==> config.mk <==
export PLATFORM = sky130hd
export DESIGN_NAME = line_rasterizer_unit
export DESIGN_NICKNAME = d
export VERILOG_FILES = /design/src/rtl/lr_pkg.sv /design/src/rtl/lr_front.sv /design/src/rtl/lr_queue.sv /design/src/rtl/lr_back.sv /design/src/rtl/line_rasterizer_unit.sv
export SDC_FILE = /design/constraint.sdc
export NUM_CORES = 1
export LEC_CHECK = 0
export ABC_AREA = 0
export BUFFER_PORTS_ARGS = -buffer_cell sky130_fd_sc_hd__buf_4
export CORE_AREA = 10 10 287 179
export DETAILED_ROUTE_END_ITERATION = 8
export DIE_AREA = 0 0 297 189
export PLACE_DENSITY = 0.63
export SETUP_SLACK_MARGIN = 0.02
export SLEW_MARGIN = 20
export SYNTH_ARGS = -nofsm -noshare
export SYNTH_HDL_FRONTEND = slang
export SYNTH_SLANG_ARGS = --single-unit
==> constraint.sdc <==
create_clock -name clk -period 9.35 [get_ports clk]
set_clock_uncertainty 0.2 [all_clocks]
set_input_delay 0.4675 -clock clk [delete_from_list [all_inputs] [get_ports clk]]
set_output_delay 0.4675 -clock clk [all_outputs]
set_load 0.01 [all_outputs]
==> src/rtl/lr_pkg.sv <==
// types, widths and codes shared by the line rasterizer modules
package lr_pkg;

  localparam int COORD_BITS  = 10;
  localparam int FIELD_BITS  = 10;
  localparam int COLOR_BITS  = 16;
  localparam int ACC_BITS    = COORD_BITS + 1;
  localparam int CNT_BITS    = COORD_BITS + 1;
  localparam int QUEUE_DEPTH = 4;
  localparam int QPTR_BITS   = $clog2(QUEUE_DEPTH);
  localparam int QCNT_BITS   = QPTR_BITS + 1;

  typedef logic [COORD_BITS-1:0] coord_t;
  typedef logic [FIELD_BITS-1:0] field_t;
  typedef logic [COLOR_BITS-1:0] color_t;
  typedef logic [ACC_BITS-1:0]   acc_t;
  typedef logic [CNT_BITS-1:0]   cnt_t;
  typedef logic [QPTR_BITS-1:0]  qptr_t;
  typedef logic [QCNT_BITS-1:0]  qcnt_t;

  typedef enum logic {
    REQ_START = 1'b0,
    REQ_STEP  = 1'b1
  } req_kind_t;

  typedef struct packed {
    req_kind_t req_type;
    field_t    start_x;
    field_t    start_y;
    field_t    end_x;
    field_t    end_y;
    color_t    line_color;
  } in_beat_t;

  typedef struct packed {
    field_t pixel_x;
    field_t pixel_y;
    color_t pixel_color;
    logic   last_pixel;
  } out_beat_t;

  typedef struct packed {
    logic   is_start;
    coord_t x0;
    coord_t y0;
    logic   x_backward;
    logic   y_backward;
    coord_t x_span;
    coord_t y_span;
    coord_t major_span;
    color_t color;
  } cmd_t;

  typedef struct packed {
    logic full;
    logic empty;
  } q_stat_t;

endpackage

==> src/rtl/lr_front.sv <==
// front end: accepts request beats and turns them into queue commands, with line setup for starts
module lr_front (
  input  logic             clk,
  input  logic             rst,
  input  logic             req_valid,
  output logic             req_ready,
  input  lr_pkg::in_beat_t req_beat,
  input  lr_pkg::q_stat_t  q_stat,
  output logic             push,
  output lr_pkg::cmd_t     push_cmd
);

  lr_pkg::coord_t sx, sy, ex, ey;
  logic           xb, yb;
  lr_pkg::coord_t xs, ys;

  always_comb begin
    sx = lr_pkg::coord_t'(req_beat.start_x);
    sy = lr_pkg::coord_t'(req_beat.start_y);
    ex = lr_pkg::coord_t'(req_beat.end_x);
    ey = lr_pkg::coord_t'(req_beat.end_y);
    xb = !(ex > sx);
    yb = !(ey > sy);
    xs = xb ? (sx - ex) : (ex - sx);
    ys = yb ? (sy - ey) : (ey - sy);

    push_cmd.is_start   = (req_beat.req_type == lr_pkg::REQ_START);
    push_cmd.x0         = sx;
    push_cmd.y0         = sy;
    push_cmd.x_backward = xb;
    push_cmd.y_backward = yb;
    push_cmd.x_span     = xs;
    push_cmd.y_span     = ys;
    push_cmd.major_span = (xs > ys) ? xs : ys;
    push_cmd.color      = req_beat.line_color;
  end

  assign req_ready = !q_stat.full;
  assign push      = req_valid && !q_stat.full;

`ifndef SYNTH
  a_push_has_room: assert property (@(posedge clk) disable iff (rst)
    push |-> !q_stat.full) else $error("push into full queue");
  a_start_major: assert property (@(posedge clk) disable iff (rst)
    push && push_cmd.is_start |->
      push_cmd.major_span >= push_cmd.x_span && push_cmd.major_span >= push_cmd.y_span)
    else $error("major span below an axis span");
  a_back_zero_span: assert property (@(posedge clk) disable iff (rst)
    push && push_cmd.is_start && !push_cmd.x_backward |-> push_cmd.x_span != '0)
    else $error("forward axis with zero span");
`endif

endmodule

==> src/rtl/lr_queue.sv <==
// small command queue between front and back
module lr_queue (
  input  logic            clk,
  input  logic            rst,
  input  logic            push,
  input  lr_pkg::cmd_t    push_cmd,
  input  logic            pop,
  output lr_pkg::cmd_t    head_cmd,
  output lr_pkg::q_stat_t q_stat
);

  lr_pkg::cmd_t  mem [lr_pkg::QUEUE_DEPTH];
  lr_pkg::qptr_t wptr, rptr;
  lr_pkg::qcnt_t count;

  always_ff @(posedge clk) begin
    if (rst) begin
      wptr  <= '0;
      rptr  <= '0;
      count <= '0;
    end else begin
      if (push) wptr <= wptr + lr_pkg::qptr_t'(1);
      if (pop) rptr <= rptr + lr_pkg::qptr_t'(1);
      if (push && !pop) count <= count + lr_pkg::qcnt_t'(1);
      else if (pop && !push) count <= count - lr_pkg::qcnt_t'(1);
    end
  end

  always_ff @(posedge clk) begin
    if (push) mem[wptr] <= push_cmd;
  end

  assign head_cmd     = mem[rptr];
  assign q_stat.full  = (count == lr_pkg::qcnt_t'(lr_pkg::QUEUE_DEPTH));
  assign q_stat.empty = (count == '0);

`ifndef SYNTH
  a_no_underflow: assert property (@(posedge clk) disable iff (rst)
    pop |-> !q_stat.empty) else $error("pop from empty queue");
  a_count_up: assert property (@(posedge clk) disable iff (rst)
    push && !pop |=> count == $past(count) + lr_pkg::qcnt_t'(1))
    else $error("queue count did not rise");
  a_ptr_gap: assert property (@(posedge clk) disable iff (rst)
    !q_stat.full |-> lr_pkg::qptr_t'(wptr - rptr) == lr_pkg::qptr_t'(count))
    else $error("pointers disagree with count");
`endif

endmodule

==> src/rtl/lr_back.sv <==
// back end: line state, error accumulators and the pixel output register
module lr_back (
  input  logic              clk,
  input  logic              rst,
  input  lr_pkg::cmd_t      head_cmd,
  input  lr_pkg::q_stat_t   q_stat,
  output logic              pop,
  output logic              pix_valid,
  input  logic              pix_ready,
  output lr_pkg::out_beat_t pix_beat
);

  lr_pkg::coord_t cur_x, cur_y, x_span, y_span, major_span;
  logic           x_backward, y_backward, line_active;
  lr_pkg::acc_t   x_accum, y_accum;
  lr_pkg::cnt_t   points_left;
  lr_pkg::color_t held_color;

  lr_pkg::coord_t bx, by, bxs, bys, bmaj, cur_x_next, cur_y_next;
  logic           bxb, byb, load, line_active_next;
  lr_pkg::acc_t   bxa, bya, x_sum, y_sum, x_accum_next, y_accum_next;
  lr_pkg::cnt_t   bcnt, points_left_next;
  lr_pkg::color_t bcol;

  always_comb begin
    pop  = !q_stat.empty && (!pix_valid || pix_ready);
    load = pop && (head_cmd.is_start || line_active);

    if (head_cmd.is_start) begin
      bx   = head_cmd.x0;
      by   = head_cmd.y0;
      bxb  = head_cmd.x_backward;
      byb  = head_cmd.y_backward;
      bxs  = head_cmd.x_span;
      bys  = head_cmd.y_span;
      bmaj = head_cmd.major_span;
      bxa  = '0;
      bya  = '0;
      bcnt = {1'b0, head_cmd.major_span} + lr_pkg::cnt_t'(1);
      bcol = head_cmd.color;
    end else begin
      bx   = cur_x;
      by   = cur_y;
      bxb  = x_backward;
      byb  = y_backward;
      bxs  = x_span;
      bys  = y_span;
      bmaj = major_span;
      bxa  = x_accum;
      bya  = y_accum;
      bcnt = points_left;
      bcol = held_color;
    end

    x_sum        = bxa + {1'b0, bxs};
    y_sum        = bya + {1'b0, bys};
    x_accum_next = x_sum;
    y_accum_next = y_sum;
    cur_x_next   = bx;
    cur_y_next   = by;
    if (x_sum >= {1'b0, bmaj}) begin
      x_accum_next = x_sum - {1'b0, bmaj};
      cur_x_next   = bxb ? (bx - lr_pkg::coord_t'(1)) : (bx + lr_pkg::coord_t'(1));
    end
    if (y_sum >= {1'b0, bmaj}) begin
      y_accum_next = y_sum - {1'b0, bmaj};
      cur_y_next   = byb ? (by - lr_pkg::coord_t'(1)) : (by + lr_pkg::coord_t'(1));
    end
    points_left_next = (bcnt != '0) ? (bcnt - lr_pkg::cnt_t'(1)) : bcnt;
    line_active_next = (points_left_next != '0);
  end

  always_ff @(posedge clk) begin
    if (rst) begin
      line_active <= 1'b0;
      points_left <= '0;
      pix_valid   <= 1'b0;
    end else begin
      if (load) begin
        line_active <= line_active_next;
        points_left <= points_left_next;
        pix_valid   <= 1'b1;
      end else if (pix_ready) begin
        pix_valid <= 1'b0;
      end
    end
  end

  always_ff @(posedge clk) begin
    if (load) begin
      cur_x      <= cur_x_next;
      cur_y      <= cur_y_next;
      x_backward <= bxb;
      y_backward <= byb;
      x_span     <= bxs;
      y_span     <= bys;
      major_span <= bmaj;
      x_accum    <= x_accum_next;
      y_accum    <= y_accum_next;
      held_color <= bcol;
      pix_beat.pixel_x     <= lr_pkg::field_t'(bx);
      pix_beat.pixel_y     <= lr_pkg::field_t'(by);
      pix_beat.pixel_color <= bcol;
      pix_beat.last_pixel  <= (bcnt == lr_pkg::cnt_t'(1));
    end
  end

`ifndef SYNTH
  a_active_count: assert property (@(posedge clk) disable iff (rst)
    line_active == (points_left != '0)) else $error("active flag and count disagree");
  a_accum_bound: assert property (@(posedge clk) disable iff (rst)
    line_active |-> x_accum < {1'b0, major_span} && y_accum < {1'b0, major_span})
    else $error("accumulator reached major span");
  a_count_bound: assert property (@(posedge clk) disable iff (rst)
    line_active |-> points_left <= {1'b0, major_span})
    else $error("points left beyond line length");
  a_last_ends: assert property (@(posedge clk) disable iff (rst)
    load && bcnt == lr_pkg::cnt_t'(1) |=> !line_active)
    else $error("line still active after last point");
`endif

endmodule

==> src/rtl/line_rasterizer_unit.sv <==
// line rasterizer top level: front end, command queue and back end
//
//   channel  signals                          beat
//   req      req_valid / req_ready            lr_pkg::in_beat_t  (start or step)
//   pix      pix_valid / pix_ready            lr_pkg::out_beat_t (one point)
//
// one request beat per cycle while the queue is not full; one point per cycle
// out of the back end while pix is not stalled and the queue holds a command
// the four-entry queue lets req keep flowing while pix is stalled, until it fills
// rst is synchronous; it empties the queue and drops any active line
module line_rasterizer_unit (
  input  logic              clk,
  input  logic              rst,
  input  logic              req_valid,
  output logic              req_ready,
  input  lr_pkg::in_beat_t  req_beat,
  output logic              pix_valid,
  input  logic              pix_ready,
  output lr_pkg::out_beat_t pix_beat
);

  lr_pkg::q_stat_t q_stat;
  lr_pkg::cmd_t    push_cmd, head_cmd;
  logic            push, pop;

  lr_front u_front (
    .clk       (clk),
    .rst       (rst),
    .req_valid (req_valid),
    .req_ready (req_ready),
    .req_beat  (req_beat),
    .q_stat    (q_stat),
    .push      (push),
    .push_cmd  (push_cmd)
  );

  lr_queue u_queue (
    .clk      (clk),
    .rst      (rst),
    .push     (push),
    .push_cmd (push_cmd),
    .pop      (pop),
    .head_cmd (head_cmd),
    .q_stat   (q_stat)
  );

  lr_back u_back (
    .clk       (clk),
    .rst       (rst),
    .head_cmd  (head_cmd),
    .q_stat    (q_stat),
    .pop       (pop),
    .pix_valid (pix_valid),
    .pix_ready (pix_ready),
    .pix_beat  (pix_beat)
  );

endmodule
[Word level (Yosys, flattened, before mapping)]
Memory sizes are Yosys's and may differ from the RTL's. A register that Yosys moved wholly into a read port is not among the register bits.
Cells that the tools add are included.
Storage, ports and cells
  flip-flop bits (word level): 131
  bits in writable memories: 276
  output and inout port bits: 39
  memories kept: 1
Memory list
  u_queue.mem: depth 4, bits a word 69, read ports 1, clocked after memory_dff 1, write ports 1, RTL line lr_queue.sv:12  | lr_pkg::cmd_t mem [lr_pkg::QUEUE_DEPTH];
Operators by class
  add/sub/neg operators: 18
  order comparisons: 5
  equality and inequality tests: 2
  muxes and demuxes: 28
  bitwise gates (word level): 1
  reductions and logical operators: 20
Operator list (number)
  two-way mux 10 bit: 12
  two-way mux 11 bit: 6
  subtractor 10 bit: 4
  greater-than comparator 10 bit: 3
  adder 11 x 10 -> 11 bit: 2
  greater-or-equal comparator 11 x 10 -> 1 bit: 2
  nonzero test 11 bit: 2
  subtractor 11 x 10 -> 11 bit: 2
  adder 10 x 1 -> 10 bit, second input constant: 2
  subtractor 10 x 1 -> 10 bit, second input constant: 2
  adder 10 x 1 -> 11 bit, second input constant: 1
  == test 11 x 1 -> 1 bit, second input constant: 1
  subtractor 11 x 1 -> 11 bit, second input constant: 1
  logical NOT 1 bit: 7
  two-way mux 1 bit: 6
  two-way mux 3 bit: 2
  logical AND 1 bit: 5
  adder 2 x 1 -> 2 bit, second input constant: 2
  two-way mux 2 bit: 2
  nonzero test 2 bit: 2
  adder 3 x 1 -> 3 bit, second input constant: 1
  == test 3 bit, second input constant: 1
  logical NOT 3 bit: 1
  subtractor 3 x 1 -> 3 bit, second input constant: 1
  other kinds (3): 4

[Logic depth before layout (Yosys ltp)]
Gate-level depths: netlist of the first run.
  word-level depth: 7
  depth in mapped cells: 25

[By module]
From an unflattened synthesis of the first run, not the netlist that was laid out.
Second synthesis, totals
  cell total of the unflattened synthesis: 1508
  area, all modules: 20942.6 sq um
By module, submodules not included
  lr_queue: instances 1, cells an instance 405, area each 10396.2 sq um, seq. area each 8468.1 sq um
  lr_back: instances 1, cells an instance 773, area each 8144.1 sq um, seq. area each 3593.4 sq um
  lr_front: instances 1, cells an instance 330, area each 2402.3 sq um, seq. area each 0.0 sq um

[Least setup slack after synthesis of the first run]
No wires, ideal clock.
  path type: flip-flop to flip-flop
  start: register with a tool-made name
  end: register u_back.y_accum[4], data pin
  setup time: 260 ps
  arrival time: 5912 ps
  data required time: 8890 ps
  slack: 2978 ps
  stages on the path, launching flop included: 25
  period minus slack after synthesis: 6372 ps
  cell sequence: dfxtp_1 buf_6 buf_12 clkbuf_1 buf_2 buf_1 mux4_2 nand2_1 nand2_1 ha_1 fa_1 a21o_1 a21oi_1 o21bai_1 a21oi_1 o21bai_1 a21oi_1 xnor2_1 ha_1 inv_1 nor4_1 o31ai_1 nand3_1 clkbuf_1 mux2_2
RTL lines
  end signal: assignment: RTL line lr_back.sv:99  | y_accum <= y_accum_next;
  end: declaration: RTL line lr_back.sv:15  | lr_pkg::acc_t x_accum, y_accum;

==> impl_metrics.ini, run 1 <==
[synth]
synth_area_leader_cell = edfxtp_1
synth_cells = 1496
synth-seq-area-share_pct = 58.73
ys_ff_latch = 409
synthFlopType = edfxtp_1
synth_edf_count = 387
yosys-top-cells-area = edfxtp_1, mux4_2, ha_1
async_flop_share_pct = 0
syn_nets = 1680
yosys_warnings = 0
syn_area_per_cell_um2 = 13.73
synth_top_cell_area_share_pct = 56.58
syn_area_um2 = 20540
ys_types = 76

[drt]
antenna_left = 0
wl_mm = 46.28
via_per_inst = 5.393
routedWlPerCell_um = 20.09
drtPass1Iterations = 5
drc = 0
drt-initial-drc-count = 1172
vias = 12420

[clock_network]
cts.path.max_buffers = 3
post_cts_buffers = 0
clock-sinks = 409
htree_levels = 2
cts_buffers = 40
cts_tree = built
clk_latency_ps = 570
clkTransAtPathRegs_ps = 70
cts_root_buf = clkbuf_16

[timing]
grt_setup_unrepaired = no
setup_viol_count_final = 0
fin_tns_setup_ps = 0
timing_hold_violations_final = 0
worstMarginPinSlew_ps = 1095
slew_violations = 0
fin_crit_ps = 6887
fin_crit_sh_pct = 73.65
slew_headroom_pct = 26.99
whs_ps = 49.83
fmax_ghz = 0.1452

[critical_path]
worstSetupPathType = reg2reg
cp-start-kind = register
crit_path_max_fanout = 52
cp_data_arrival_time_ps = 6980
required_ps = 9440
r2r_slack_ps = 2460
cp-end-kind = register

[job]
cap_violations = 0

[die]
core.rowCount = 61
ios = 100
die_height_um = 189
start_util_pct = 44.78
placeableCoreArea_um2 = 45870
die_x_um = 297
dieArea_um2 = 56130

[status]
status = complete, no violations

[min_path]
min-delay-path-class = in2reg

[finish]
fillers = 3885
final_nets = 1823
instances_no_fill = 2303
layout_common_cells = edfxtp_1, nand2_1, inv_1
mostFrequentLayoutCell = edfxtp_1
area_growth_syn_to_layout_pct = 15.58
layout-drive-gt1-share_pct = 18.44

[placed_design]
dpl.hpwl_mm = 31.82
place.gp.congestion = 0.8598
dp_cells = 2190
place.port_buffers = 99

[global_routing]
antenna_found_initial = 2
grt_pass1_wl_mm = 72.33
grt_pass1_vias = 12218
grt_max_degree = 70
gr-usage-all-layers_pct = 16.26
grt-ovfl-total = 0
-- logic make-up after synthesis --
family | Yosys count | synth area share [%]
buffers and inverters | 168 | 3.284
AND/OR/NAND/NOR | 360 | 8.309
multiplexers | 137 | 11.22
AO/OA/AOI/OAI | 226 | 7.450
XOR/XNOR | 73 | 3.113
adder cells (fa/ha/maj) | 123 | 7.895
flip-flops | 409 | 58.73
-- layer usage --
layer	vias to the layer above	share of wire [%]	track usage [%]
met4	0	1.1	2.712
met2	355	41	22.83
met5	-	0	0
li1	5882	-	-
met3	48	6.6	2.677
met1	6135	51	25.99
-- through the flow --
stage | util, % | worst slack, ps | instance area, um2
after floorplan | - | 2978 | 20540
after global placement | 47.87 | 2361 | 21960
after detailed placement | 47.89 | 2433 | 21970
after CTS | 51.72 | 2352 | 23730
after global routing | 51.73 | 1865 | 23730
final | 51.75 | 2463 | 23740
-- worst max-delay path, cell delays in order, from the launching register on --
cell,delay (ps)
dfxtp_4,910
mux4_4,1100
nand2_1,150
nand2_1,90
ha_1,230
fa_1,400
a21o_1,190
a21oi_1,220
o21bai_1,90
a21oi_1,230
o21bai_1,90
a21oi_1,270
xnor2_1,200
ha_1,330
nand4_1,110
nor3_1,50
o31ai_1,320
nand3_1,810
mux2_2,580
-- timing repair --
item | in CTS | in global routing
endpoints found under the setup margin | 0 | 0
hold buffers | 37 | 0
resized for setup | 0 | 0
hold endpoints to repair | 148 | 0
-- cells in the mapped netlist (9+ instances only) --
master    number
edfxtp_1     387
nand2_1      150
inv_1        122
ha_1         112
nor2_1        70
mux4_2        66
a21oi_1       59
xnor2_1       53
o21ai_0       42
mux2_2        38
nor2b_1       30
a21o_1        28
clkbuf_1      28
mux2i_1       27
dfxtp_1       22
nor3_1        22
nand3_1       20
xor2_1        20
o21bai_1      19
nand4_1       12
fa_1          11
o21a_1        10
a211oi_1       9
a21boi_0       9
and3_1         9
-- cell type report --
class                   instances  area [um2]  area share (%)
clock inverters                25       356.6           1.502
well taps                     630       788.3           3.321
flip-flops and latches        409       12070           50.84
inverters                     123       464.2           1.956
multi-input cells             919        7833           33.00
repair buffers                146        1189           5.007
clock buffers                  48        1031           4.343
diodes                          3       7.507         0.03163
-- sequential cells by signal (all words and copies together) (netlist names), 3 cells and up, named ones only --
register	flops
u_back.cur_x	10
u_back.cur_y	10
u_back.held_color	16
u_back.major_span	10
u_back.pix_beat	21
u_back.points_left	11
u_back.x_accum	11
u_back.x_span	10
u_back.y_accum	11
u_back.y_span	10
u_queue.count	3
u_queue.mem	276
-- worst paths after layout --
kind                         startpoint               endpoint  cells past startpoint
hold reg to reg   u_back.points_left[1]  u_back.points_left[1]                      2
hold / removal                      rst        u_queue.rptr[0]                      2
setup / recovery               register      u_back.x_accum[9]                     18
setup reg to reg               register      u_back.x_accum[9]                     18
Power of run 1 is not shown: default switching activity piles up to over one toggle a cycle in this logic, so the estimate is an artifact.
==> run 2: changes to the inputs <==
--- a/config.mk
+++ b/config.mk
@@ -5,11 +5,11 @@
 export SDC_FILE = /design/constraint.sdc
 export NUM_CORES = 1
 export LEC_CHECK = 0
-export ABC_AREA = 0
+export ABC_AREA = 1
 export BUFFER_PORTS_ARGS = -buffer_cell sky130_fd_sc_hd__buf_4
-export CORE_AREA = 10 10 287 179
+export CORE_AREA = 10 10 291 181
 export DETAILED_ROUTE_END_ITERATION = 8
-export DIE_AREA = 0 0 297 189
+export DIE_AREA = 0 0 301 191
 export PLACE_DENSITY = 0.63
 export SETUP_SLACK_MARGIN = 0.02
 export SLEW_MARGIN = 20
==> constraint.sdc (replaced) <==
create_clock -name clk -period 7.2 [get_ports clk]
set_clock_uncertainty 0.2 [all_clocks]
set_input_delay 0.36 -clock clk [delete_from_list [all_inputs] [get_ports clk]]
set_output_delay 0.36 -clock clk [all_outputs]
set_load 0.01 [all_outputs]
==> run 2 against run 1 <==
Effect of this change: die area increased by 2.4%; critical path type unchanged; sequential share of layout area down 0.87 points; wire length is 17% higher; area after synthesis up 2.5%; clock-buffer cell count is the same; register-to-register slack lost 1100 ps; flip-flop and latch count is the same; final cell count rose by 24%; synthesized cell count grew 38%.
==> impl_metrics.ini, run 2 <==
[die]
dieArea_um2 = 57490
start_util_pct = 44.49
ios = 100
core.rowCount = 62
placeableCoreArea_um2 = 47320
die_x_um = 301
die_height_um = 191

[synth]
synth-seq-area-share_pct = 57.29
synth_edf_count = 387
syn_area_per_cell_um2 = 10.18
synthFlopType = edfxtp_1
ys_ff_latch = 409
async_flop_share_pct = 0
yosysMostFrequentCell = edfxtp_1
synth_top_cell_area_share_pct = 55.19
syn_nets = 2253
synth_area_leader_cell = edfxtp_1
syn_area_um2 = 21060
synthTopCellsByCount = edfxtp_1, nor2_1, nand2_1
ys_types = 54
yosys-top-cells-area = edfxtp_1, ha_1, nor2_1
yosys_warnings = 0
synth_cells = 2069

[global_routing]
gr-usage-all-layers_pct = 18.53
antenna_found_initial = 0
grt_pass1_vias = 14534
grt-ovfl-total = 0
grt_pass1_wl_mm = 84.35
grt_max_degree = 99

[finish]
largest_reg_flops = 276
reg_top3 = u_queue.mem x276, u_back.pix_beat x21, u_back.held_color x16
final_util_pct = 51.02
layout-drive-gt1-share_pct = 11.59
regMostFlops = u_queue.mem
final_nets = 2378
layout_common_cells = edfxtp_1, nor2_1, nand2_1
mostFrequentLayoutCell = edfxtp_1
area_growth_syn_to_layout_pct = 14.67

[critical_path]
r2r-end = u_back.cur_y[5]
required_ps = 7270
r2r_slack_ps = 1410
crit_path_max_fanout = 71
r2r_cells = 23
worstSetupPathType = reg2reg
cp_data_arrival_time_ps = 5860
cp-start-kind = register
cp-end-kind = register

[clock_network]
clk_latency_ps = 560
cts_root_buf = clkbuf_16
cts.path.max_buffers = 3
cts_buffers = 40
cts_tree = built
post_cts_buffers = 0
clkTransAtPathRegs_ps = 60
htree_levels = 2
clock-sinks = 409

[min_path]
min-delay-path-class = in2reg
holdPathEnd = u_queue.mem[2][35]
whs_path_depth = 3
min_from = req_beat[25]

[timing]
timing_hold_violations_final = 0
fin_crit_ps = 5795
setup_viol_count_final = 0
fmax_ghz = 0.1726
whs_ps = 244.6
fin_crit_sh_pct = 80.48
slew_violations = 0
worstMarginPinSlew_ps = 1035
fin_tns_setup_ps = 0
grt_setup_unrepaired = no
slew_headroom_pct = 30.98
setup_slack_ps = 1405

[drt]
vias = 15173
routedWlPerCell_um = 18.88
wl_mm = 54.13
drtPass1Iterations = 6
antenna_left = 0
drc = 0
drt-initial-drc-count = 1633
via_per_inst = 5.292

[placed_design]
place.port_buffers = 99
dpl.hpwl_mm = 36.01
dp_slack_ps = 1429
place.gp.congestion = 0.9101

[status]
status = complete, no violations

[job]
cap_violations = 0
==> run 2: timing repair <==
action,CTS,global route
endpoints found under the hold margin,152,0
endpoints found under the setup margin,0,0
gates resized for setup,0,0
hold buffers,39,0
==> run 2: through the flow <==
step / instance area (um2) / std cells
floorplan: 21060 / 2069
global placement: 22420 / 2753
detailed placement: 22420 / 2753
CTS: 24140 / 2866
global route: 24140 / 2866
finish: 24140 / 2867
==> run 2: worst max path at each step <==
stage	depth (start not counted)	to	slack, ps
after detailed placement	23	u_back.cur_y[4]	1430
final	23	u_back.cur_y[5]	1410
after CTS	22	u_back.cur_y[4]	1390
after global placement	23	u_back.y_accum[9]	1580
after floorplan	30	u_back.cur_y[4]	2350
after global routing	23	u_back.cur_y[4]	830
==> run 2: routing by layer <==
layer	vias up	part of all wire [%]	track usage, %
met4	0	1.6	4.160
met2	443	45	29.07
met3	59	5.8	2.745
li1	7334	-	-
met1	7337	48	26.82
met5	-	0	0
==> run 2: cell type report <==
cell class	count	area (um2)
Clock inverter	26	272.8
Sequential cell	409	12070
Fill cell	4219	23180
Tap cell	640	800.8
Timing Repair Buffer	156	1285
Clock buffer	48	1052
Antenna cell	1	2.502
Multi-Input combinational cell	1356	7792
Inverter	231	872.1
==> run 2: logic make-up (layout without fill, tap and decap cells) <==
logic type | count (synthesis) | in the layout | synth area share, %
xor+xnor | 70 | 70 | 2.912
other cells | 0 | 1 | 0
fa+ha+maj | 123 | 123 | 7.701
buf+inv | 304 | 461 | 5.937
mux | 4 | 4 | 0.1902
flops | 409 | 409 | 57.29
compound gates | 423 | 423 | 11.11
simple gates | 736 | 736 | 14.86
==> run 2: critical path, stage by stage, from the launching register on <==
cell and delay (ps):
dfxtp_4 840, nand2_2 100, nand2_1 110, nand2_1 80, nand2_4 410, buf_4 560, nor2_1 90, ha_1 350
a21oi_1 90, o21bai_1 210, a21oi_1 110, o21bai_1 200, nand2_1 70, nand2_1 70, a21oi_1 70, xnor2_1 320
ha_1 270, nand4_1 110, o31ai_1 280, a21oi_1 70, nand2_1 330, inv_2 320, nand2_1 120, o21ai_0 90
Power of run 2 is left out for the same reason.
==> run 3: changes to the inputs <==
==> constraint.sdc (replaced) <==
create_clock -name clk -period 6 [get_ports clk]
set_clock_uncertainty 0.2 [all_clocks]
set_input_delay 0.3 -clock clk [delete_from_list [all_inputs] [get_ports clk]]
set_output_delay 0.3 -clock clk [all_outputs]
set_load 0.01 [all_outputs]
==> run 3 against run 2 <==
Effect of this change: via count increased by 1.0%; worst hold slack got worse by 83 ps; global-route usage increased by 0.20 points; critical path depth increased by 1; final cell count increased by 0.38%; non-clock buffer count increased by 10; flip-flop and latch count unchanged; register-to-register slack got worse by 530 ps; first-iteration DRC count decreased by 15%; worst setup slack got worse by 880 ps; critical path type is now in2reg; critical endpoint is now u_queue.mem[2][17]; largest cell class unchanged; highest routed layer unchanged.
==> impl_metrics.ini, run 3 (synthesis gave the netlist of run 2 again) <==
[timing]
slew_headroom_pct = 32.81
slew_violations = 0
setup_viol_count_final = 0
fin_tns_setup_ps = 0
fmax_ghz = 0.1828
grt_setup_unrepaired = no
worstMarginPinSlew_ps = 997.4
fin_crit_sh_pct = 91.17
timing_hold_violations_final = 0
whs_ps = 161.5
fin_crit_ps = 5470

[status]
status = complete, no violations

[die]
die_height_um = 191
core.rowCount = 62
die_x_um = 301
ios = 100
dieArea_um2 = 57490
start_util_pct = 44.49
placeableCoreArea_um2 = 47320

[critical_path]
path_cells = dlygate4sd3_1 -> buf_4 -> ha_1 -> a21oi_1 -> nor2_1 -> nor2_1 -> nand2_1 -> a21oi_1 -> o21ai_0 -> o21ai_2 -> o21ai_0 -> inv_1 -> ha_1 -> inv_1 -> nor2_1 -> nor2_1 -> nor2_1 -> a211oi_1 -> o21ai_0 -> a221oi_1 -> o21ai_0 -> nand2_1 -> inv_1 -> o21ai_0
critical_path.top_delay_family = compound AO/OA/AOI/OAI gates
worstSetupPathType = in2reg
slowest_stage = o21ai_0
cp_data_arrival_time_ps = 5540
cpPeakStageDelay_ps = 790
required_ps = 6070
crit_buf_inv = 5
crit_path_max_fanout = 20
cp-start-kind = primary input
cp-end-kind = register

[drt]
wl_mm = 54.13
antenna_left = 0
drt-initial-drc-count = 1383
drc = 0
via_per_inst = 5.326
vias = 15328
routedWlPerCell_um = 18.81
drtPass1Iterations = 5

[clock_network]
cts_root_buf = clkbuf_16
post_cts_buffers = 0
cts_resized = 0
clock-sinks = 409
clkTransAtPathRegs_ps = 70
cts_buffers = 41
postCtsHoldBufs = 39
cts.path.max_buffers = 3
clk_latency_ps = 560
cts_tree = built
htree_levels = 2

[global_routing]
gr-usage-all-layers_pct = 18.73
grt_pass1_wl_mm = 84.84
antenna_found_initial = 0
grt-ovfl-total = 0
grt_max_degree = 140
grt_pass1_vias = 14824

[min_path]
min-delay-path-class = in2reg

[placed_design]
place.port_buffers = 99
place.gp.congestion = 0.8876
dpl.hpwl_mm = 36.09

[job]
cap_violations = 0

[finish]
mostFrequentLayoutCell = edfxtp_1
layout-drive-gt1-share_pct = 12.11
fillers = 4228
multi_input_area_um2 = 7792
final_nets = 2389
regMostFlops = u_queue.mem
reg_top3 = u_queue.mem x276, u_back.pix_beat x21, u_back.held_color x16
regArea_um2 = 12070
layout_common_cells = edfxtp_1, nor2_1, nand2_1
largest_reg_flops = 276
area_growth_syn_to_layout_pct = 15.15
==> run 3: cell types whose count changed in the layout (fill, tap and decap cells not counted), sizes merged <==
cell,before,now
buf,117,127
clkbuf,48,46
bufinv,5,4
clkinv,19,24
clkinvlp,2,1
==> run 3: per-layer routing <==
| layer | wire, um | global-route usage (%) | vias to the layer above |
|---|---|---|---|
| met3 | 3689 | 3.400 | 69 |
| li1 | - | - | 7372 |
| met5 | 0 | 0 | - |
| met1 | 26180 | 27.69 | 7437 |
| met4 | 997 | 4.676 | 0 |
| met2 | 23260 | 28.00 | 450 |
==> run 3: path summary, 6_finish.rpt <==
check	start	endpoint	slack, ps	cells after the start
hold reg to reg	u_back.points_left[2]	u_back.points_left[2]	270	2
setup / recovery	req_beat[41]	u_queue.mem[2][17]	530	24
setup reg to reg	register	u_back.x_accum[2]	880	23
hold / removal	req_beat[25]	u_queue.mem[2][35]	160	3
==> run 3: through the flow <==
| stage | setup slack, ps | cell area (um2) | cells | utilization (%) |
|---|---|---|---|---|
| 6_report | 530.1 | 24240 | 2878 | 51.23 |
| 5_1_grt | 40.82 | 24240 | 2877 | 51.23 |
| 4_1_cts | 663.4 | 24240 | 2877 | 51.23 |
| 3_5_place_dp | 650.4 | 22510 | 2763 | 47.57 |
| 3_3_place_gp | 856.2 | 22510 | 2763 | 47.57 |
| 2_1_floorplan | 1149 | 21060 | 2069 | - |
==> run 3: worst reg2reg max path, delay by kind of cell, from the launching register on <==
| family | cells | cell delay (ps) |
|---|---|---|
| simple gates | 10 | 1090 |
| buf+inv | 3 | 1050 |
| fa+ha+maj | 3 | 1020 |
| compound gates | 6 | 930 |
| flops | 1 | 340 |
| xor+xnor | 1 | 190 |
==> run 3: cell type report <==
class	count	share of cell area, %
well taps	640	3.303
repair buffers	166	5.646
inverters	231	3.597
multi-input cells	1356	32.14
diodes	1	0.01032
clock buffers	46	4.485
clock inverters	29	1.048
flip-flops and latches	409	49.77
Power of run 3 is left out for the same reason.
